===== config.mk =====
export PLATFORM = sky130hd
export DESIGN_NAME = gtc_alu
export DESIGN_NICKNAME = d
export VERILOG_FILES = /design/src/design/gtc_pkg.sv /design/src/design/gtc_alu.sv
export SDC_FILE = /design/constraint.sdc
export NUM_CORES = 1
export LEC_CHECK = 0
export BUFFER_PORTS_ARGS = -buffer_cell sky130_fd_sc_hd__buf_2
export CORE_MARGIN = 5
export CORE_UTILIZATION = 60
export DETAILED_ROUTE_END_ITERATION = 6
export PLACE_DENSITY = 0.91
export SETUP_SLACK_MARGIN = 0.02
export SYNTH_ARGS = -nofsm -noshare
export SYNTH_HDL_FRONTEND = slang
export SYNTH_SLANG_ARGS = --single-unit

===== constraint.sdc =====
create_clock -name vclk -period 12
set_input_delay 2.4 -clock vclk [all_inputs]
set_output_delay 2.4 -clock vclk [all_outputs]
set_load 0.05 [all_outputs]

===== src/design/gtc_pkg.sv =====
`timescale 1ns / 1ps
`default_nettype none

package gtc_pkg;

  // Default sizes of the glyph store.
  localparam int GLYPH_COUNT_DEF    = 256;
  localparam int MAX_GLYPH_ROWS_DEF = 32;

  // Widest glyph cell; columns past the mask width never carry ink.
  localparam int MAX_GLYPH_WIDTH = 16;
  localparam int MASK_W          = 16;

  // Register reset values.
  localparam logic [11:0] FB_WIDTH_RST     = 12'd640;
  localparam logic [11:0] FB_HEIGHT_RST    = 12'd480;
  localparam logic [4:0]  GLYPH_WIDTH_RST  = 5'd8;
  localparam logic [5:0]  GLYPH_HEIGHT_RST = 6'd16;
  localparam logic [6:0]  LINE_HEIGHT_RST  = 7'd16;
  localparam logic [11:0] LEFT_MARGIN_RST  = 12'd20;
  localparam logic [11:0] TOP_MARGIN_RST   = 12'd15;

  // Character codes with special meaning.
  localparam logic [7:0] CH_NEWLINE  = 8'h0A;
  localparam logic [7:0] CH_RETURN   = 8'h0D;
  localparam logic [7:0] CH_QUESTION = 8'h3F;

  // Cursor y saturates here.
  localparam logic [11:0] Y_LIMIT = 12'hFFF;

  // Configuration register indexes.
  typedef enum logic [2:0] {
    REG_FB_WIDTH     = 3'd0,
    REG_FB_HEIGHT    = 3'd1,
    REG_GLYPH_WIDTH  = 3'd2,
    REG_GLYPH_HEIGHT = 3'd3,
    REG_LINE_HEIGHT  = 3'd4,
    REG_LEFT_MARGIN  = 3'd5,
    REG_TOP_MARGIN   = 3'd6
  } cfg_reg_t;

  // Sequencer states.
  typedef enum logic [2:0] {
    ST_IDLE,
    ST_CHECK,
    ST_NEWLINE,
    ST_BOTTOM,
    ST_ROOM,
    ST_ROW,
    ST_ADVANCE,
    ST_WRAP
  } seq_state_t;

  // Operations of the shared add/compare unit.
  typedef enum logic {
    ALU_ADD,
    ALU_SUB
  } alu_op_t;

  typedef struct packed {
    alu_op_t     op;
    logic [12:0] a;
    logic [12:0] b;
    logic [11:0] lim;
  } alu_req_t;

  typedef struct packed {
    logic [13:0] value;
    logic        flag;
  } alu_res_t;

  // Working configuration, glyph size already clamped.
  typedef struct packed {
    logic [11:0] fb_width;
    logic [11:0] fb_height;
    logic [5:0]  gw;
    logic [6:0]  gh;
    logic [6:0]  line_step;
    logic [11:0] margin_x;
  } cfg_t;

  // Bit c of the result is bit 15 minus c of the stored row.
  function automatic logic [MASK_W-1:0] rev16(input logic [MASK_W-1:0] v);
    logic [MASK_W-1:0] r;
    for (int i = 0; i < MASK_W; i++) begin
      r[i] = v[MASK_W-1-i];
    end
    return r;
  endfunction

  // Mask with the low cols bits set.
  function automatic logic [MASK_W-1:0] below_mask(input logic [4:0] cols);
    logic [MASK_W-1:0] m;
    for (int i = 0; i < MASK_W; i++) begin
      m[i] = (5'(i) < cols);
    end
    return m;
  endfunction

endpackage

`default_nettype wire


===== src/design/gtc_alu.sv =====
`timescale 1ns / 1ps
`default_nettype none

module gtc_alu (
  input  wire gtc_pkg::alu_req_t req,
  output gtc_pkg::alu_res_t      res
);
  import gtc_pkg::*;

  // One adder/subtractor with a compare, shared by every sequencer step.
  always_comb begin
    case (req.op)
      ALU_SUB: begin
        res.value = {1'b0, req.a} - {1'b0, req.b};
        res.flag  = (req.a < req.b);
      end
      default: begin
        res.value = {1'b0, req.a} + {1'b0, req.b};
        res.flag  = (res.value > {2'b00, req.lim});
      end
    endcase
  end

endmodule

`default_nettype wire


# Word level (Yosys, flattened, before mapping)
# Index checks and enable logic that the tools add are counted.
[totals] reg_bits=0 inputBits=39 out_inout_bits=15 word_cells=5
[op_classes] add_sub_neg=2 order_cmp=2 muxes=1
[op_table] op="$mux W15" n=1
[op_table] op="$add A13 B13 Y14" n=1
[op_table] op="$gt A14 B12 Y1" n=1
[op_table] op="$sub A13 B13 Y14" n=1
[op_table] op="$lt A13 B13 Y1" n=1

# Longest topological paths before layout
# Gate-level depths: netlist of run 1.
[depth] word_depth=3 mapped_depth=15 mapped_depth_nobuf=14

# Least setup slack after synthesis of run 1
# OpenSTA, ideal clock, no wires.
[synth_timing] path_type="input-to-output" startpoint="in req[13] (netlist bit)" endpoint="out res[0] (netlist bit)" arrival_time_ps=5082 required_time_ps=9600 setup_slack_ps=4518 cell_stages=13 path_buffers=0 path_cell_list="inv_1 > ha_1 > nand2b_1 > a221oi_2 > nor2_1 > o41a_1 > xor2_1 > ha_1 > nand4_1 > nor3_1 > o21ai_0 > a31oi_1 > a221o_1"
[synth_lines] item="from (decl)" line_no="gtc_alu.sv:5" rtl="input wire gtc_pkg::alu_req_t req,"
[synth_lines] item="to (decl)" line_no="gtc_alu.sv:6" rtl="output gtc_pkg::alu_res_t res"

==> results.py, run 1 <==
metrics = {
    "placement": {
        "post-dp-hpwl_mm": 3.62,
        "numPortBuffers": 54,
        "numPlacedInstances": 329,
        "placed_cell_area_um2": 2020,
        "routabilityCongestion": 0.927,
    },
    "finish": {
        "mostFrequentLayoutCell": "buf_2",
        "clock_buffer_count": 0,
        "n_sequential_cell": 0,
        "finalInstanceArea_um2": 2020,
        "finalNonFillerCells": 329,
        "finalNetCount": 379,
        "fillers": 239,
        "ratio_of_cells_with_drive_above_1_in_the_final_layout_pct": 20.5,
        "final_cell_mix": "54 x buf_2, 38 x ha_1, 36 x inv_1",
        "antenna_fix_cells": 0,
        "syn_to_final_growth_pct": 13.9,
        "register_area_um2": 0,
    },
    "sta": {
        "max_freq_mhz": 127,
        "finalMaxSlewViolations": 0,
        "worstMarginPinSlew_ns": 0.457,
        "whs_ns": 5.28,
        "relSlewSlack_pct": 69.3,
        "timing_hold_violations_final": 0,
        "final-setup-viol-count": 0,
        "grt_setup_unrepaired": "false",
        "final.min_clock_period_ns": 7.87,
        "timing.setup.tns_ns": 0,
        "timing.final.crit_share_pct": 65.6,
    },
    "die": {
        "die_area_um2": 4150,
        "initial_utilization_pct": 63.3,
        "die_y_um": 64.4,
        "std_cell_rows": 19,
        "dieWidth_um": 64.4,
        "io_pins": 54,
        "core_footprint_um2": 2810,
    },
    "logic_synthesis": {
        "number_of_instances_in_the_synthesized_netlist": 256,
        "library_cells_used_by_synthesis": 53,
        "syn_area_per_cell_um2": 6.94,
        "mappedNetlistNets": 335,
        "synth.yosys.warnings": 0,
        "mappedNetlistArea_um2": 1780,
        "yosysSeqAreaShare_pct": 0,
    },
    "detailed_routing": {
        "avgRoutedWirePerCell_um": 13.0,
        "detailed_route_wl_mm": 4.28,
        "post-route-drc-count": 0,
        "1st_iter_drt_viols": 118,
        "ant_nets": 0,
        "routed-via-count": 1918,
        "drt-pass1-iter-count": 4,
        "vias_per_cell": 5.83,
    },
    "grt": {
        "vias_in_the_first_global_route": 1737,
        "grt_max_degree": 27,
        "grt-ovfl-total": 0,
        "grt_first_pass_wirelength_mm": 7.22,
        "grtUsageTotal_pct": 20.0,
        "grt_antenna_before_repair": 0,
    },
    "cts": {
        "cts_hold_repair.buffers": 0,
        "postCtsSetupRepairBufs": 0,
        "post_cts_resize_count": 0,
    },
    "setup_path": {
        "worst-endpoint-arrival_ns": 5.47,
        "crit_path_start_kind": "primary input",
        "worst-setup-path-type": "in -> out",
        "endpoint_kind": "primary output",
        "crit_required_ns": 9.60,
        "crit_fanout": 3,
    },
    "power": {
        "cellPowerDensity_nw_per_um2": 75.8,
        "leakagePower_nw": 1.04,
        "finalPower_w": 0.000153,
        "power.ir.vdd_worst_mv": 0.0505,
    },
    "status": {
        "run_status": "complete, no violations",
    },
    "run": {
        "max_cap_viol_count": 0,
    },
    "worst_hold_path": {
        "holdCritPathClass": "in -> out",
    },
}
-- kinds of logic after synthesis --
family / share of synthesized area [%]
xor+xnor: 10.4
buf+inv: 11.1
compound gates: 23.0
mux: 1.20
fa+ha+maj: 29.0
simple gates: 25.4
-- final cells by class --
| cell class | instances | area, µm² | area share [%] |
|---|---|---|---|
| Inverter | 36 | 135 | 6.67 |
| Multi-Input combinational cell | 208 | 1580 | 78.1 |
| Tap cell | 31 | 38.8 | 1.92 |
| Timing Repair Buffer | 54 | 270 | 13.3 |
-- Yosys cell counts, types with 4 or more instances --
cell type  count  share of area, %
nor3_1         8               2.3
inv_1         36               7.6
xnor2_1       12               5.9
xor2_1         9               4.4
o21ai_0       14               3.9
nand3_1        6               1.7
nand2_1        9               1.9
nand4_1        5               1.8
nor2_1        28               5.9
nor2b_1        7               2.5
a21oi_1       15               4.2
buf_2          7               2.0
ha_1          38                27
nand2b_1       7               2.5
clkbuf_1       4              0.84
-- critical path: stages --
cell and delay [ns]:
buf_2 0.12, inv_1 0.08, ha_1 0.30, nand2b_1 0.17, a221oi_2 0.38, nor2_1 0.09, o41a_1 0.41, xor2_1 0.16
ha_1 0.29, nand4_1 0.13, nor3_1 0.21, o21ai_0 0.14, a31oi_1 0.20, a221o_1 0.13, buf_2 0.25
-- stage by stage --
stage	util (%)	setup WS [ns]
after floorplan	-	4.52
after global placement	72.2	4.30
after detailed placement	72.2	4.15
after CTS	72.2	4.15
after global routing	72.2	3.95
final	72.2	4.13
-- worst paths after layout --
path / slack, ns / from / cells after the start / end
worst max-delay path: 4.13 / req[13] / 15 / res[0]
worst min-delay path: 5.28 / req[12] / 4 / res[1]
-- routing by layer --
| layer | up-vias | share of wire [%] | global-route usage [%] |
|---|---|---|---|
| met5 | - | 0 | 0 |
| met4 | 0 | 0.49 | 1.58 |
| met3 | 2 | 5.9 | 0.864 |
| met2 | 68 | 49 | 36.9 |
| met1 | 873 | 45 | 26.7 |
| li1 | 975 | - | - |
-- report_power, final --
group          internal [W]  switching, W
Clock                     0             0
Sequential                0             0
Combinational     0.0000533      0.000100
Note: power is estimated with default switching activity, not from simulation.
==> run 2: changes to the inputs <==
Settings changed: CORE_UTILIZATION 60 to 50, PLACE_DENSITY 0.91 to 0.81.
Clock period 12 ns to 7.1 ns, I/O delays scaled along.
==> results.py, run 2 (synthesized netlist as in run 1, its figures left out) <==
metrics = {
    "finish": {
        "ratio_of_cells_with_drive_above_1_in_the_final_layout_pct": 20.5,
        "clock_buffer_count": 0,
        "multi_input_area_um2": 1580,
        "antenna_fix_cells": 0,
        "final_cell_mix": "54 x buf_2, 38 x ha_1, 36 x inv_1",
        "mostFrequentLayoutCell": "buf_2",
        "fillers": 342,
        "syn_to_final_growth_pct": 15.0,
        "finalNetCount": 379,
        "n_sequential_cell": 0,
        "register_area_um2": 0,
    },
    "setup_path": {
        "endpoint_kind": "primary output",
        "worst-endpoint-arrival_ns": 4.42,
        "crit_path_max_incr_delay_ns": 0.40,
        "crit_required_ns": 5.68,
        "worst-setup-path-type": "in -> out",
        "critical_path.top_delay_family": "compound AO/OA/AOI/OAI gates",
        "timing.critical_path.depth": 15,
        "worst-path-buf-inv": 3,
        "crit_fanout": 3,
        "slowest_stage": "o41a_1",
        "crit_path_start_kind": "primary input",
        "crit_chain": "buf_2 > inv_1 > ha_1 > nand2b_1 > a221oi_2 > nor2_1 > o41a_1 > xor2_1 > ha_1 > nand4_1 > nor3_1 > o21ai_0 > a31oi_1 > a221o_1 > buf_2",
    },
    "grt": {
        "vias_in_the_first_global_route": 1756,
        "grt_first_pass_wirelength_mm": 7.28,
        "grt_max_degree": 27,
        "grtUsageTotal_pct": 16.9,
        "grt_antenna_before_repair": 0,
        "grt-ovfl-total": 0,
    },
    "sta": {
        "relSlewSlack_pct": 69.1,
        "max_freq_mhz": 171,
        "timing.final.crit_share_pct": 82.2,
        "finalMaxSlewViolations": 0,
        "worstMarginPinSlew_ns": 0.464,
        "timing.setup.tns_ns": 0,
        "grt_setup_unrepaired": "false",
        "final.min_clock_period_ns": 5.84,
        "final-setup-viol-count": 0,
        "timing_hold_violations_final": 0,
        "setup_ws_ns": 1.26,
        "whs_ns": 3.31,
    },
    "power": {
        "power.ir.vdd_worst_mv": 0.0904,
        "leakagePower_nw": 1.04,
        "pwr-share-comb_pct": 100.0,
        "cellPowerDensity_nw_per_um2": 126,
        "p_int_w": 0.0000897,
        "netSwitchingPower_w": 0.000168,
        "sw_frac_of_total_pct": 65.2,
        "pwr-share-clk_pct": 0,
        "power_frac_seq_pct": 0,
        "finalPower_w": 0.000258,
    },
    "die": {
        "io_pins": 54,
        "std_cell_rows": 21,
        "core_footprint_um2": 3390,
        "die_area_um2": 4850,
        "dieWidth_um": 69.6,
        "initial_utilization_pct": 52.4,
        "die_y_um": 69.6,
    },
    "placement": {
        "post-place-ws_ns": 1.26,
        "routabilityCongestion": 0.936,
        "numPortBuffers": 54,
        "post-dp-hpwl_mm": 3.64,
    },
    "detailed_routing": {
        "detailed_route_wl_mm": 4.21,
        "vias_per_cell": 5.42,
        "drt-pass1-iter-count": 4,
        "avgRoutedWirePerCell_um": 12.2,
        "1st_iter_drt_viols": 86,
        "routed-via-count": 1864,
        "post-route-drc-count": 0,
        "ant_nets": 0,
    },
    "worst_hold_path": {
        "hold_depth": 4,
        "holdCritPathClass": "in -> out",
    },
    "cts": {
        "postCtsSetupRepairBufs": 0,
        "cts_hold_repair.buffers": 0,
        "post_cts_resize_count": 0,
    },
    "run": {
        "max_cap_viol_count": 0,
    },
    "status": {
        "run_status": "complete, no violations",
    },
}
[run 2: cell counts in the layout (fill, tap and decap cells not counted)]
No cell type changed its count.
[run 2: tightest hold or removal path: cells and delay by family]
family / cells / cell delay (ns)
buf+inv: 3 / 0.33
fa+ha+maj: 1 / 0.15
[run 2: stage by stage]
stage	cell area [µm²]	util (%)	std cells
after global placement	2040	60.3	344
after CTS	2040	60.3	344
after floorplan	1780	-	256
after detailed placement	2040	60.3	344
final	2040	60.3	344
after global routing	2040	60.3	344
[run 2: final timing paths]
check / from / to
max: req[13] / res[0]
min: req[12] / res[1]
[run 2: cell type report]
| class | count | share of cell area, % |
|---|---|---|
| multi-input combinational | 208 | 77.3 |
| timing repair buffer | 54 | 13.2 |
| inverter | 36 | 6.61 |
| tap | 46 | 2.82 |
[run 2: routing by layer]
layer	part of all wire, %	global-route usage [%]
met1	44	22.3
met2	48	30.5
met3	6.6	1.59
met4	0.45	1.49
met5	0	0
[run 2: power groups by stage]
| stage | registers [W] | clock network (W) | logic (W) |
|---|---|---|---|
| final | 0 | 0 | 0.000258 |
| after global routing | 0 | 0 | 0.000285 |
| after CTS | 0 | 0 | 0.000259 |
| after detailed placement | 0 | 0 | 0.000258 |
| after global placement | 0 | 0 | 0.000255 |
| after floorplan | 0 | 0 | 0.000202 |
==> run 3: changes to the inputs <==
Settings changed: CORE_UTILIZATION 50 to 55, PLACE_DENSITY 0.81 to 0.85.
Clock period 7.1 ns to 5.95 ns, I/O delays scaled along.
==> results.py, run 3 (synthesized netlist as in run 1, its figures left out) <==
metrics = {
    "detailed_routing": {
        "routed-via-count": 1894,
        "ant_nets": 0,
        "detailed_route_wl_mm": 4.22,
        "1st_iter_drt_viols": 142,
        "drt-pass1-iter-count": 4,
        "post-route-drc-count": 0,
        "vias_per_cell": 5.54,
        "avgRoutedWirePerCell_um": 12.3,
    },
    "finish": {
        "mostFrequentLayoutCell": "buf_2",
        "syn_to_final_growth_pct": 14.9,
        "final_core_util_pct": 66.3,
        "final_cell_mix": "54 x buf_2, 38 x ha_1, 36 x inv_1",
        "n_sequential_cell": 0,
        "antenna_fix_cells": 0,
        "register_area_um2": 0,
        "clock_buffer_count": 0,
        "ratio_of_cells_with_drive_above_1_in_the_final_layout_pct": 20.5,
        "finalNetCount": 379,
    },
    "sta": {
        "max_freq_mhz": 188,
        "grt_setup_unrepaired": "false",
        "final-setup-viol-count": 0,
        "finalMaxSlewViolations": 0,
        "final.min_clock_period_ns": 5.32,
        "relSlewSlack_pct": 65.2,
        "timing.setup.tns_ns": 0,
        "timing.final.crit_share_pct": 89.4,
        "worstMarginPinSlew_ns": 0.508,
        "timing_hold_violations_final": 0,
        "whs_ns": 2.85,
    },
    "setup_path": {
        "slowest_stage": "o41a_1",
        "critical_path.top_delay_family": "compound AO/OA/AOI/OAI gates",
        "endpoint_kind": "primary output",
        "worst-endpoint-arrival_ns": 4.13,
        "crit_required_ns": 4.76,
        "crit_path_start_kind": "primary input",
        "crit_fanout": 3,
        "worst-setup-path-type": "in -> out",
        "crit_chain": "buf_2 > inv_1 > ha_1 > nand2b_1 > a221oi_2 > nor2_1 > o41a_1 > xor2_1 > ha_1 > nand4_1 > nor3_1 > o21ai_0 > a31oi_1 > a221o_1 > buf_2",
        "worst-path-buf-inv": 3,
        "crit_path_max_incr_delay_ns": 0.41,
    },
    "grt": {
        "grt_max_degree": 27,
        "grt_first_pass_wirelength_mm": 6.89,
        "vias_in_the_first_global_route": 1696,
        "grtUsageTotal_pct": 18.5,
        "grt-ovfl-total": 0,
        "grt_antenna_before_repair": 0,
    },
    "run": {
        "max_cap_viol_count": 0,
    },
    "die": {
        "die_area_um2": 4470,
        "io_pins": 54,
        "die_y_um": 66.8,
        "initial_utilization_pct": 57.7,
        "core_footprint_um2": 3080,
        "dieWidth_um": 66.8,
        "std_cell_rows": 20,
    },
    "power": {
        "finalPower_w": 0.000307,
        "cellPowerDensity_nw_per_um2": 151,
        "power.ir.vdd_worst_mv": 0.0803,
        "leakagePower_nw": 1.04,
    },
    "cts": {
        "cts_hold_repair.buffers": 0,
        "post_cts_resize_count": 0,
        "postCtsSetupRepairBufs": 0,
    },
    "placement": {
        "routabilityCongestion": 0.920,
        "post-dp-hpwl_mm": 3.53,
        "numPortBuffers": 54,
    },
    "status": {
        "run_status": "complete, no violations",
    },
    "worst_hold_path": {
        "holdCritPathClass": "in -> out",
    },
}
==> run 3: path summary, 6_finish.rpt <==
| kind | startpoint | endpoint | slack, ns | cells past startpoint |
|---|---|---|---|---|
| min | req[12] | res[1] | 2.85 | 4 |
| max | req[13] | res[0] | 0.63 | 15 |
==> run 3: per-layer routing <==
layer	wire, µm	vias up	global-route usage (%)
met5	0	-	0
met4	14	0	3.05
met3	276	4	0.843
met2	2020	69	32.8
met1	1910	843	24.8
li1	-	978	-
==> run 3: power by group <==
part	switching (W)	internal [W]	leakage, nW
clock	0	0	0
combinational	0.000200	0.000107	1.04
sequential	0	0	0
==> run 3: stage by stage <==
stage,setup WS (ns),instances,area (µm²)
finish,0.628,342,2040
global route,0.330,342,2040
CTS,0.609,342,2040
detailed placement,0.614,342,2040
global placement,0.673,342,2040
floorplan,0.888,256,1780
==> run 3: area by class of cell <==
| class | instances | area, µm² |
|---|---|---|
| Fill cell | 300 | 1040 |
| Timing Repair Buffer | 54 | 270 |
| Inverter | 36 | 135 |
| Tap cell | 44 | 55.1 |
| Multi-Input combinational cell | 208 | 1580 |
