--- src/design/gtc_pkg.sv ---
`timescale 1ns / 1ps
`default_nettype none

package gtc_pkg;

  // Default sizes of the glyph store.
  localparam int GLYPH_COUNT_DEF    = 256;
  localparam int MAX_GLYPH_ROWS_DEF = 32;

  // Widest glyph cell; columns past the mask width never carry ink.
  localparam int MAX_GLYPH_WIDTH = 16;
  localparam int MASK_W          = 16;

  // Register reset values.
  localparam logic [11:0] FB_WIDTH_RST     = 12'd640;
  localparam logic [11:0] FB_HEIGHT_RST    = 12'd480;
  localparam logic [4:0]  GLYPH_WIDTH_RST  = 5'd8;
  localparam logic [5:0]  GLYPH_HEIGHT_RST = 6'd16;
  localparam logic [6:0]  LINE_HEIGHT_RST  = 7'd16;
  localparam logic [11:0] LEFT_MARGIN_RST  = 12'd20;
  localparam logic [11:0] TOP_MARGIN_RST   = 12'd15;

  // Character codes with special meaning.
  localparam logic [7:0] CH_NEWLINE  = 8'h0A;
  localparam logic [7:0] CH_RETURN   = 8'h0D;
  localparam logic [7:0] CH_QUESTION = 8'h3F;

  // Cursor y saturates here.
  localparam logic [11:0] Y_LIMIT = 12'hFFF;

  // Configuration register indexes.
  typedef enum logic [2:0] {
    REG_FB_WIDTH     = 3'd0,
    REG_FB_HEIGHT    = 3'd1,
    REG_GLYPH_WIDTH  = 3'd2,
    REG_GLYPH_HEIGHT = 3'd3,
    REG_LINE_HEIGHT  = 3'd4,
    REG_LEFT_MARGIN  = 3'd5,
    REG_TOP_MARGIN   = 3'd6
  } cfg_reg_t;

  // Sequencer states.
  typedef enum logic [2:0] {
    ST_IDLE,
    ST_CHECK,
    ST_NEWLINE,
    ST_BOTTOM,
    ST_ROOM,
    ST_ROW,
    ST_ADVANCE,
    ST_WRAP
  } seq_state_t;

  // Operations of the shared add/compare unit.
  typedef enum logic {
    ALU_ADD,
    ALU_SUB
  } alu_op_t;

  typedef struct packed {
    alu_op_t     op;
    logic [12:0] a;
    logic [12:0] b;
    logic [11:0] lim;
  } alu_req_t;

  typedef struct packed {
    logic [13:0] value;
    logic        flag;
  } alu_res_t;

  // Working configuration, glyph size already clamped.
  typedef struct packed {
    logic [11:0] fb_width;
    logic [11:0] fb_height;
    logic [5:0]  gw;
    logic [6:0]  gh;
    logic [6:0]  line_step;
    logic [11:0] margin_x;
  } cfg_t;

  // Bit c of the result is bit 15 minus c of the stored row.
  function automatic logic [MASK_W-1:0] rev16(input logic [MASK_W-1:0] v);
    logic [MASK_W-1:0] r;
    for (int i = 0; i < MASK_W; i++) begin
      r[i] = v[MASK_W-1-i];
    end
    return r;
  endfunction

  // Mask with the low cols bits set.
  function automatic logic [MASK_W-1:0] below_mask(input logic [4:0] cols);
    logic [MASK_W-1:0] m;
    for (int i = 0; i < MASK_W; i++) begin
      m[i] = (5'(i) < cols);
    end
    return m;
  endfunction

endpackage

`default_nettype wire

--- src/design/gtc_seq.sv ---
`timescale 1ns / 1ps
`default_nettype none

module gtc_seq #(
  parameter int GLYPH_COUNT    = 256,
  parameter int MAX_GLYPH_ROWS = 32,
  parameter int ADDR_W         = $clog2(GLYPH_COUNT * MAX_GLYPH_ROWS)
) (
  input  wire logic              clk,
  input  wire logic              rst,
  input  wire gtc_pkg::cfg_t     cfg,
  // Item channel
  input  wire logic              req_valid,
  output logic                   req_stall,
  input  wire logic              req_type,
  input  wire logic [20:0]       code,
  input  wire logic [4:0]        row_index,
  input  wire logic [15:0]       row_bits,
  input  wire logic [31:0]       ink_color,
  // Result channel
  output logic                   res_valid,
  input  wire logic              res_stall,
  output logic [11:0]            pos_x,
  output logic [11:0]            pos_y,
  output logic [15:0]            pixel_mask,
  output logic [31:0]            out_color,
  output logic                   clear_rest,
  output logic                   last,
  // Shared arithmetic unit
  output gtc_pkg::alu_req_t      alu_req,
  input  wire gtc_pkg::alu_res_t alu_res,
  // Glyph store
  output logic                   ram_we,
  output logic [ADDR_W-1:0]      ram_waddr,
  output logic [15:0]            ram_wdata,
  output logic [ADDR_W-1:0]      ram_raddr,
  input  wire logic [15:0]       ram_rdata
);
  import gtc_pkg::*;

  localparam int GIW = $clog2(GLYPH_COUNT);
  localparam logic [8:0] GlyphLimit = 9'(GLYPH_COUNT);
  localparam logic [6:0] RowLimit   = 7'(MAX_GLYPH_ROWS);

  seq_state_t  state, state_next;
  logic [11:0] cursor_x, cursor_x_next;
  logic [11:0] cursor_y, cursor_y_next;
  logic        overwrite, overwrite_next;
  logic        nl_post, nl_post_next;
  logic [7:0]  item_code, item_code_next;
  logic [31:0] item_color, item_color_next;
  logic [5:0]  row, row_next;
  logic [15:0] col_mask, col_mask_next;
  logic [12:0] adv_x, adv_x_next;
  logic        res_valid_next;
  logic [11:0] pos_x_next, pos_y_next;
  logic [15:0] pixel_mask_next;
  logic [31:0] out_color_next;
  logic        clear_rest_next, last_next;

  logic        accept;
  logic        out_free;
  logic        glyph_ok;
  logic        row_last;
  logic [7:0]  load_glyph;
  logic        load_ok;
  logic [12:0] room;
  logic [12:0] room_cols;
  logic [4:0]  cols;

  assign req_stall = (state != ST_IDLE);
  assign accept    = req_valid && !req_stall;
  assign out_free  = !res_valid || !res_stall;
  assign glyph_ok  = ({1'b0, item_code} < GlyphLimit);
  assign row_last  = ((7'(row) + 7'd1) == cfg.gh);

  // Glyph row loads go straight into the store in the cycle they are taken.
  assign load_glyph = code[7:0];
  assign load_ok    = ({1'b0, load_glyph} < GlyphLimit) && (7'(row_index) < RowLimit);
  assign ram_we     = accept && !req_type && load_ok;
  assign ram_waddr  = ADDR_W'(int'(load_glyph[GIW-1:0]) * MAX_GLYPH_ROWS + int'(row_index));
  assign ram_wdata  = row_bits;

  // Read address follows the next row so data lines up with the row register.
  assign ram_raddr  = ADDR_W'(int'(item_code[GIW-1:0]) * MAX_GLYPH_ROWS + int'(row_next));

  // Visible columns of the cell: the smaller of room, glyph width and mask width.
  assign room      = alu_res.flag ? 13'd0 : alu_res.value[12:0];
  assign room_cols = (room < 13'(cfg.gw)) ? room : 13'(cfg.gw);
  assign cols      = (room_cols > 13'(MASK_W)) ? 5'(MASK_W) : room_cols[4:0];

  // Next state, arithmetic requests and register updates.
  always_comb begin
    state_next      = state;
    cursor_x_next   = cursor_x;
    cursor_y_next   = cursor_y;
    overwrite_next  = overwrite;
    nl_post_next    = nl_post;
    item_code_next  = item_code;
    item_color_next = item_color;
    row_next        = row;
    col_mask_next   = col_mask;
    adv_x_next      = adv_x;
    res_valid_next  = res_valid && res_stall;
    pos_x_next      = pos_x;
    pos_y_next      = pos_y;
    pixel_mask_next = pixel_mask;
    out_color_next  = out_color;
    clear_rest_next = clear_rest;
    last_next       = last;
    alu_req.op      = ALU_ADD;
    alu_req.a       = 13'(cursor_x);
    alu_req.b       = 13'(cfg.gw);
    alu_req.lim     = cfg.fb_width;

    case (state)
      ST_IDLE: begin
        if (accept && req_type) begin
          item_code_next  = (code > 21'd255) ? CH_QUESTION : code[7:0];
          item_color_next = ink_color;
          state_next      = ST_CHECK;
        end
      end

      // Control codes, and the right edge test before drawing.
      ST_CHECK: begin
        if (item_code == CH_NEWLINE) begin
          overwrite_next = 1'b0;
          nl_post_next   = 1'b1;
          state_next     = ST_NEWLINE;
        end else if (item_code == CH_RETURN) begin
          cursor_x_next  = cfg.margin_x;
          overwrite_next = 1'b1;
          state_next     = ST_IDLE;
        end else if (alu_res.flag) begin
          overwrite_next = 1'b0;
          nl_post_next   = 1'b0;
          state_next     = ST_NEWLINE;
        end else begin
          state_next = ST_BOTTOM;
        end
      end

      // Return to the margin and step down one line, saturating.
      ST_NEWLINE: begin
        alu_req.a     = 13'(cursor_y);
        alu_req.b     = 13'(cfg.line_step);
        alu_req.lim   = Y_LIMIT;
        cursor_x_next = cfg.margin_x;
        cursor_y_next = alu_res.flag ? Y_LIMIT : alu_res.value[11:0];
        state_next    = nl_post ? ST_IDLE : ST_BOTTOM;
      end

      // A cell below the bottom edge is dropped.
      ST_BOTTOM: begin
        alu_req.a   = 13'(cursor_y);
        alu_req.b   = 13'(cfg.gh);
        alu_req.lim = cfg.fb_height;
        state_next  = alu_res.flag ? ST_IDLE : ST_ROOM;
      end

      // Room to the right edge sets the column mask; row 0 is read here.
      ST_ROOM: begin
        alu_req.op    = ALU_SUB;
        alu_req.a     = 13'(cfg.fb_width);
        alu_req.b     = 13'(cursor_x);
        col_mask_next = below_mask(cols);
        row_next      = 6'd0;
        state_next    = ST_ROW;
      end

      // One glyph row per beat while the output register is free.
      ST_ROW: begin
        alu_req.a = 13'(cursor_y);
        alu_req.b = 13'(row);
        if (out_free) begin
          res_valid_next  = 1'b1;
          pos_x_next      = cursor_x;
          pos_y_next      = alu_res.value[11:0];
          pixel_mask_next = glyph_ok ? (rev16(ram_rdata) & col_mask) : '0;
          out_color_next  = item_color;
          clear_rest_next = overwrite;
          last_next       = row_last;
          if (row_last) begin
            state_next = ST_ADVANCE;
          end else begin
            row_next = row + 6'd1;
          end
        end
      end

      // Advance one cell.
      ST_ADVANCE: begin
        adv_x_next = alu_res.value[12:0];
        state_next = ST_WRAP;
      end

      // Wrap when the next cell would not fit; overwrite is kept.
      ST_WRAP: begin
        alu_req.a = adv_x;
        if (alu_res.flag) begin
          nl_post_next = 1'b1;
          state_next   = ST_NEWLINE;
        end else begin
          cursor_x_next = adv_x[11:0];
          state_next    = ST_IDLE;
        end
      end

      default: begin
        state_next = ST_IDLE;
      end
    endcase
  end

  // Control registers.
  always_ff @(posedge clk) begin
    if (rst) begin
      state     <= ST_IDLE;
      cursor_x  <= LEFT_MARGIN_RST;
      cursor_y  <= TOP_MARGIN_RST;
      overwrite <= 1'b0;
      res_valid <= 1'b0;
      row       <= 6'd0;
    end else begin
      state     <= state_next;
      cursor_x  <= cursor_x_next;
      cursor_y  <= cursor_y_next;
      overwrite <= overwrite_next;
      res_valid <= res_valid_next;
      row       <= row_next;
    end
  end

  // Item and result payload registers.
  always_ff @(posedge clk) begin
    nl_post    <= nl_post_next;
    item_code  <= item_code_next;
    item_color <= item_color_next;
    col_mask   <= col_mask_next;
    adv_x      <= adv_x_next;
    pos_x      <= pos_x_next;
    pos_y      <= pos_y_next;
    pixel_mask <= pixel_mask_next;
    out_color  <= out_color_next;
    clear_rest <= clear_rest_next;
    last       <= last_next;
  end

endmodule

`default_nettype wire

--- config.mk ---
export PLATFORM = sky130hd
export DESIGN_NAME = gtc_seq
export DESIGN_NICKNAME = d
export VERILOG_FILES = /design/src/design/gtc_pkg.sv /design/src/design/gtc_seq.sv
export SDC_FILE = /design/constraint.sdc
export NUM_CORES = 1
export LEC_CHECK = 0
export BUFFER_PORTS_ARGS = -buffer_cell sky130_fd_sc_hd__buf_4
export CELL_PAD_IN_SITES_DETAIL_PLACEMENT = 0
export CELL_PAD_IN_SITES_GLOBAL_PLACEMENT = 1
export CORE_UTILIZATION = 40
export DETAILED_ROUTE_END_ITERATION = 8
export HOLD_SLACK_MARGIN = 0.15
export PLACE_DENSITY_LB_ADDON = 0.1
export SETUP_SLACK_MARGIN = 0.3
export SLEW_MARGIN = 5
export SYNTH_ARGS = -nofsm -noshare
export SYNTH_HDL_FRONTEND = slang
export SYNTH_SLANG_ARGS = --single-unit
--- constraint.sdc ---
create_clock -name clk -period 13.59 [get_ports clk]
set_input_delay 1.359 -clock clk [delete_from_list [all_inputs] [get_ports clk]]
set_output_delay 1.359 -clock clk [all_outputs]
set_load 0.005 [all_outputs]
### Yosys cells after proc, flatten, opt, wreduce, memory -nomap -nowiden

Index checks and enable logic that the tools add are counted.

* add/sub/neg operators: 4
* bitwise operators: 1
* reductions and logical operators: 21
* $lt $le $gt $ge: 19
* mux-type cells: 34
* eq/ne operators: 19

Operator list (number)
* 12-bit 2-to-1 mux: 4
* 12-bit one-hot mux with 4 select lines: 1
* 4-bit by 5-bit < comparator with 1-bit output, first input constant: 8
* 13-bit one-hot mux with 3 select lines: 1
* 12-bit one-hot mux with 3 select lines: 1
* 13-bit 2-to-1 mux: 2
* 12-bit one-hot mux with 2 select lines: 1
* 3-bit one-hot mux with 8 select lines: 1
* 21-bit by 8-bit > comparator with 1-bit output, second input constant: 1
* 3-bit by 5-bit < comparator with 1-bit output, first input constant: 4
* 3-bit 2-to-1 mux: 6
* 16-bit bitwise AND: 1
* 8-bit by 4-bit equality test with 1-bit output, second input constant: 2
* 2-bit inequality test, second input constant: 7
* 13-bit by 5-bit adder with 13-bit output: 1
* 13-bit by 6-bit adder with 13-bit output: 1
* 13-bit by 5-bit > comparator with 1-bit output, second input constant: 1
* 13-bit by 6-bit < comparator with 1-bit output: 1
* 3-bit equality test, second input constant: 4
* 6-bit 2-to-1 mux: 2
* 6-bit one-hot mux with 2 select lines: 1
* 1-bit by 5-bit < comparator with 1-bit output, first input constant: 2
* 2-bit by 5-bit < comparator with 1-bit output, first input constant: 2
* 1-bit 2-to-1 mux: 10
* other kinds (19): 33

* register bits: 179
* bits of input ports: 166
* output and inout port bits: 158
* word-level logic and storage cells: 115

### Logic depth before layout (Yosys ltp)

* depth in word-level cells: 6
* depth in mapped cells: 12
* depth with buffers taken out: 10

### Worst setup path before layout

Ideal clock, no wire load.

* path kind: in2reg
* start: input port res_stall
* end: register clear_rest (enable)
* slack: 8.332 ns
* arrival time: 4.751 ns
* cell stages on the path: 3
* buffers on the path: 1
* data required time: 13.083 ns
* setup time: 0.507 ns
* cells stage by stage: and2_1 -> clkbuf_1 -> nor2_1

* cells in the longest elaborated chain, start to end: 3

Ends and longest elaborated chain
* start, declared: line gtc_seq.sv:22 `input wire logic res_stall,`
* 1-bit zero test: line gtc_seq.sv:73 `assign out_free = !res_valid || !res_stall;`
* 1-bit logical OR: line gtc_seq.sv:73
* 2-bit AND reduction (no line)
* end signal, assigned: line gtc_seq.sv:246 `clear_rest <= clear_rest_next;`
* end, declared: line gtc_seq.sv:27 `output logic clear_rest,`

Every way passes these cells.
A chain may end at the register's enable or synchronous reset.

### Worst setup path in the final report

* start: register state[0]
* end: output port ram_raddr[11]

* cells in the longest elaborated chain, start to end: 3
* elaborated cells on any way between the ends: 4
* those cells by class: add/sub (1); eq/ne (2); mux (1)

Ends and longest elaborated chain
* start, declared: line gtc_seq.sv:45 `seq_state_t state, state_next;`
* start signal, assigned: line gtc_seq.sv:226 `state <= state_next;`
* 3-bit equality test: line gtc_seq.sv:116 `case (state)`
* 6-bit one-hot mux with 2 select lines *: line gtc_seq.sv:116
* net row_next[5]: line gtc_seq.sv:52 `logic [5:0] row, row_next;`
* 13-bit by 6-bit adder with 13-bit output *: line gtc_seq.sv:85 `assign ram_raddr = ADDR_W'(int'(item_code[GIW-1:0]) * MAX_GLYPH_ROWS + int'(row_next));`
* end, declared: line gtc_seq.sv:36 `output logic [ADDR_W-1:0] ram_raddr,`

Mark *: on every way through the listed nets, which the timed path passes. The rest lies on a longest branch.

==> out/summary.json <==
{
  "wl_um": 23890,
  "layout-area-overhead-vs-synth_pct": 31.23,
  "fin_tns_setup_ps": 0,
  "cts_tree": "yes",
  "grt_setup_unrepaired": "false",
  "synth.cell_area_um2": 8623,
  "detailed_place.area_um2": 10690,
  "final_cell_count_no_fill": 1282,
  "max_freq_mhz": 193.1,
  "worst-path-max-fanout": 45,
  "clock_latency_ps": 440,
  "grt_pass1_wl_um": 36340,
  "ys_seq_elements": 179,
  "power_density_nw_per_um2": 106.2,
  "yosys.cell_types.count": 71,
  "endpoint_kind": "output pin",
  "slew_violations": 0,
  "cp_top_family": "simple AND/OR/NAND/NOR gates",
  "num_vias": 6703,
  "num_antenna_cells": 0,
  "core_um2": 21090,
  "grt_util_all_layers": 0.2183,
  "share_of_the_core_filled_with_cells_in_the_final_layout": 0.5366,
  "crit_slowest_cell": "dfxtp_2",
  "post_drt_wl_per_cell_um": 18.63,
  "synth-main-ff-cell": "edfxtp_1",
  "drt_iter0_drc": 392,
  "highest_count_cells_in_the_layout_ignoring_fill_and_taps": "buf_4, edfxtp_1, nor2_1",
  "clock_sinks": 179,
  "drc_errors": 0,
  "final_hold_viol_count": 0,
  "initial_utilization": 0.4089,
  "die_area_um2": 22150,
  "post_cts_resize_count": 0,
  "tritoncts_buffers": 17,
  "worst_pin_slew_ps": 999.2,
  "status": "complete, no violations",
  "asyncSetResetFlopFracSynth": 0,
  "number_of_synthesized_flops_with_an_enable_pin": 144,
  "clock-skew-final_ps": 15.18,
  "numPlacedInstances": 1250,
  "final_layout_size_suffix_gt1_frac": 0.3525,
  "h-tree-depth": 4,
  "clock_path_buffers": 2,
  "floorplan.rows": 53,
  "final.min_clock_period_ps": 5179,
  "vdd.ir_drop.worst_mv": 0.06307,
  "final_antenna_net_count": 0,
  "required_time_at_the_worst_slack_endpoint_ps": 12230,
  "floorplan.die.height_um": 148.8,
  "die_x_um": 148.8,
  "setup_violations": 0,
  "gp_routability_congestion": 0.8487,
  "gr-total-overflow": 0,
  "antenna_found_initial": 0,
  "synth_seq_area_share": 0.5827,
  "grt_max_degree": 74,
  "post-cts-setup-buffer-count": 0,
  "cts_hold_buf": 0,
  "path_buf_inv": 2,
  "dr.pass1.iters": 5,
  "worst_ep_arrival_time_ps": 3820,
  "synth-warning-count": 0,
  "cellLeakagePower_nw": 4.335,
  "worst_setup_path_start_kind": "register",
  "postLayoutCellArea_um2": 11320,
  "post_synth.cell_area_avg_um2": 11.29,
  "port_buffers": 279,
  "mostFrequentLayoutCell": "buf_4",
  "finalNetCount": 1171,
  "routed_via_density": 5.229,
  "maxCapViolations": 0,
  "clock_pin_slew_on_the_worst_setup_and_hold_paths_ps": 80,
  "via_count_of_the_first_global_routing_pass": 6578,
  "cpPeakStageDelay_ps": 650,
  "synthesis.nets": 941,
  "root_buffer": "clkbuf_16",
  "crit_path_kind": "register to output pin",
  "post_synth_inst_count": 764,
  "slew_headroom": 0.3339,
  "hold_path.class": "register to register",
  "pin_count": 324,
  "hpwl_um": 17380,
  "cell_by_cell_listing_of_the_critical_path": "buf_4 -> and3b_1 -> nand2_1 -> nor2_1 -> nand3_1 -> o211ai_1 -> ha_1 -> ha_1 -> nand4_1 -> xnor2_1 -> buf_4",
  "share_of_the_cycle_needed_by_the_critical_path_after_routing": 0.3811
}
## kinds of logic (layout without fill, tap and decap cells)
| kind of cell | count (synthesis) | after routing | synth area share |
|---|---|---|---|
| simple gates | 272 | 272 | 0.1542 |
| flops | 179 | 179 | 0.5827 |
| compound gates | 157 | 157 | 0.1294 |
| buf+inv | 103 | 346 | 0.06283 |
| mux | 27 | 27 | 0.03831 |
| xor+xnor | 14 | 14 | 0.01611 |
| fa+ha+maj | 11 | 11 | 0.01596 |
| other cells | 1 | 1 | 0.0004349 |
## synth_stat cells (2+ instances only)
cell type / n / area (um2)
o221ai_1: 5 / 43.79
nand2b_1: 14 / 87.58
o311ai_0: 4 / 35.03
edfxtp_1: 144 / 4324
nand2_1: 63 / 236.5
nor2b_1: 6 / 37.54
a211oi_1: 18 / 135.1
nor2_1: 74 / 277.8
mux4_2: 4 / 90.09
a31oi_1: 8 / 50.05
buf_4: 36 / 270.3
a21oi_1: 26 / 130.1
buf_1: 6 / 22.52
o21bai_1: 6 / 45.04
a2bb2oi_1: 2 / 17.52
o31ai_1: 3 / 22.52
o22ai_1: 16 / 100.1
mux2_2: 8 / 90.09
and2_1: 24 / 150.1
nor4_1: 5 / 31.28
a211o_1: 3 / 26.28
nor3_1: 30 / 150.1
nand4_1: 5 / 31.28
a311oi_1: 10 / 87.58
or2_2: 8 / 50.05
o21ai_0: 29 / 145.1
dfxtp_1: 35 / 700.7
and3_1: 4 / 25.02
nand3_1: 23 / 115.1
a22oi_1: 2 / 15.01
buf_2: 4 / 20.02
a21o_1: 3 / 22.52
o211ai_1: 5 / 37.54
or3_1: 4 / 25.02
mux2i_1: 15 / 150.1
xnor2_1: 9 / 78.83
clkbuf_1: 27 / 101.4
xor2_1: 4 / 35.03
inv_1: 27 / 101.4
ha_1: 11 / 137.6
buf_6: 2 / 22.52
or4_1: 3 / 22.52
## power breakdown
group / internal (mW) / switching, mW
Sequential: 0.597 / 0.00379
Combinational: 0.0515 / 0.0486
Clock: 0.253 / 0.249
## worst paths after layout
path / from / endpoint / slack [ps] / depth (start not counted)
setup / recovery: state[0]$_SDFFE_PP0P_ / ram_raddr[11] / 8410 / 11
hold / removal: item_color[29]$_DFFE_PP_ / out_color[29]$_DFFE_PP_ / 420 / 0
setup reg to reg: state[0]$_SDFFE_PP0P_ / pos_x[9]$_DFFE_PP_ / 10520 / 4
hold reg to reg: item_color[29]$_DFFE_PP_ / out_color[29]$_DFFE_PP_ / 420 / 0
## metrics by stage
step	hold WS, ps	setup WS, ps	total power [mW]
CTS	420.0	8396	1.213
global placement	400.2	8455	0.7127
detailed placement	404.5	8454	0.7139
floorplan	400.3	8332	0.6624
global route	419.0	8145	1.245
finish	419.4	8411	1.202
## flip-flops by register name, indices dropped and copies added, names as in the netlist, 12 cells and up
signal	cells
item_color	32
out_color	32
col_mask	16
pixel_mask	16
adv_x	13
cursor_x	12
cursor_y	12
pos_x	12
pos_y	12
## area by class of cell
class	instances	area, um2
fillers	1920	9772
flip-flops and latches	179	5026
multi-input cells	482	3070
repair buffers	286	2147
clock buffers	17	425.4
well taps	275	344.1
clock inverters	15	197.7
inverters	28	105.1
## metal layers
metal / routed length (um) / vias up / global-route usage
met4: 507 / 0 / 0.07653
met2: 12020 / 236 / 0.3736
met1: 9962 / 3191 / 0.2721
li1: - / 3244 / -
met5: 0 / - / 0
met3: 1399 / 32 / 0.04648
No activity file was read; power rests on OpenSTA's default activity.
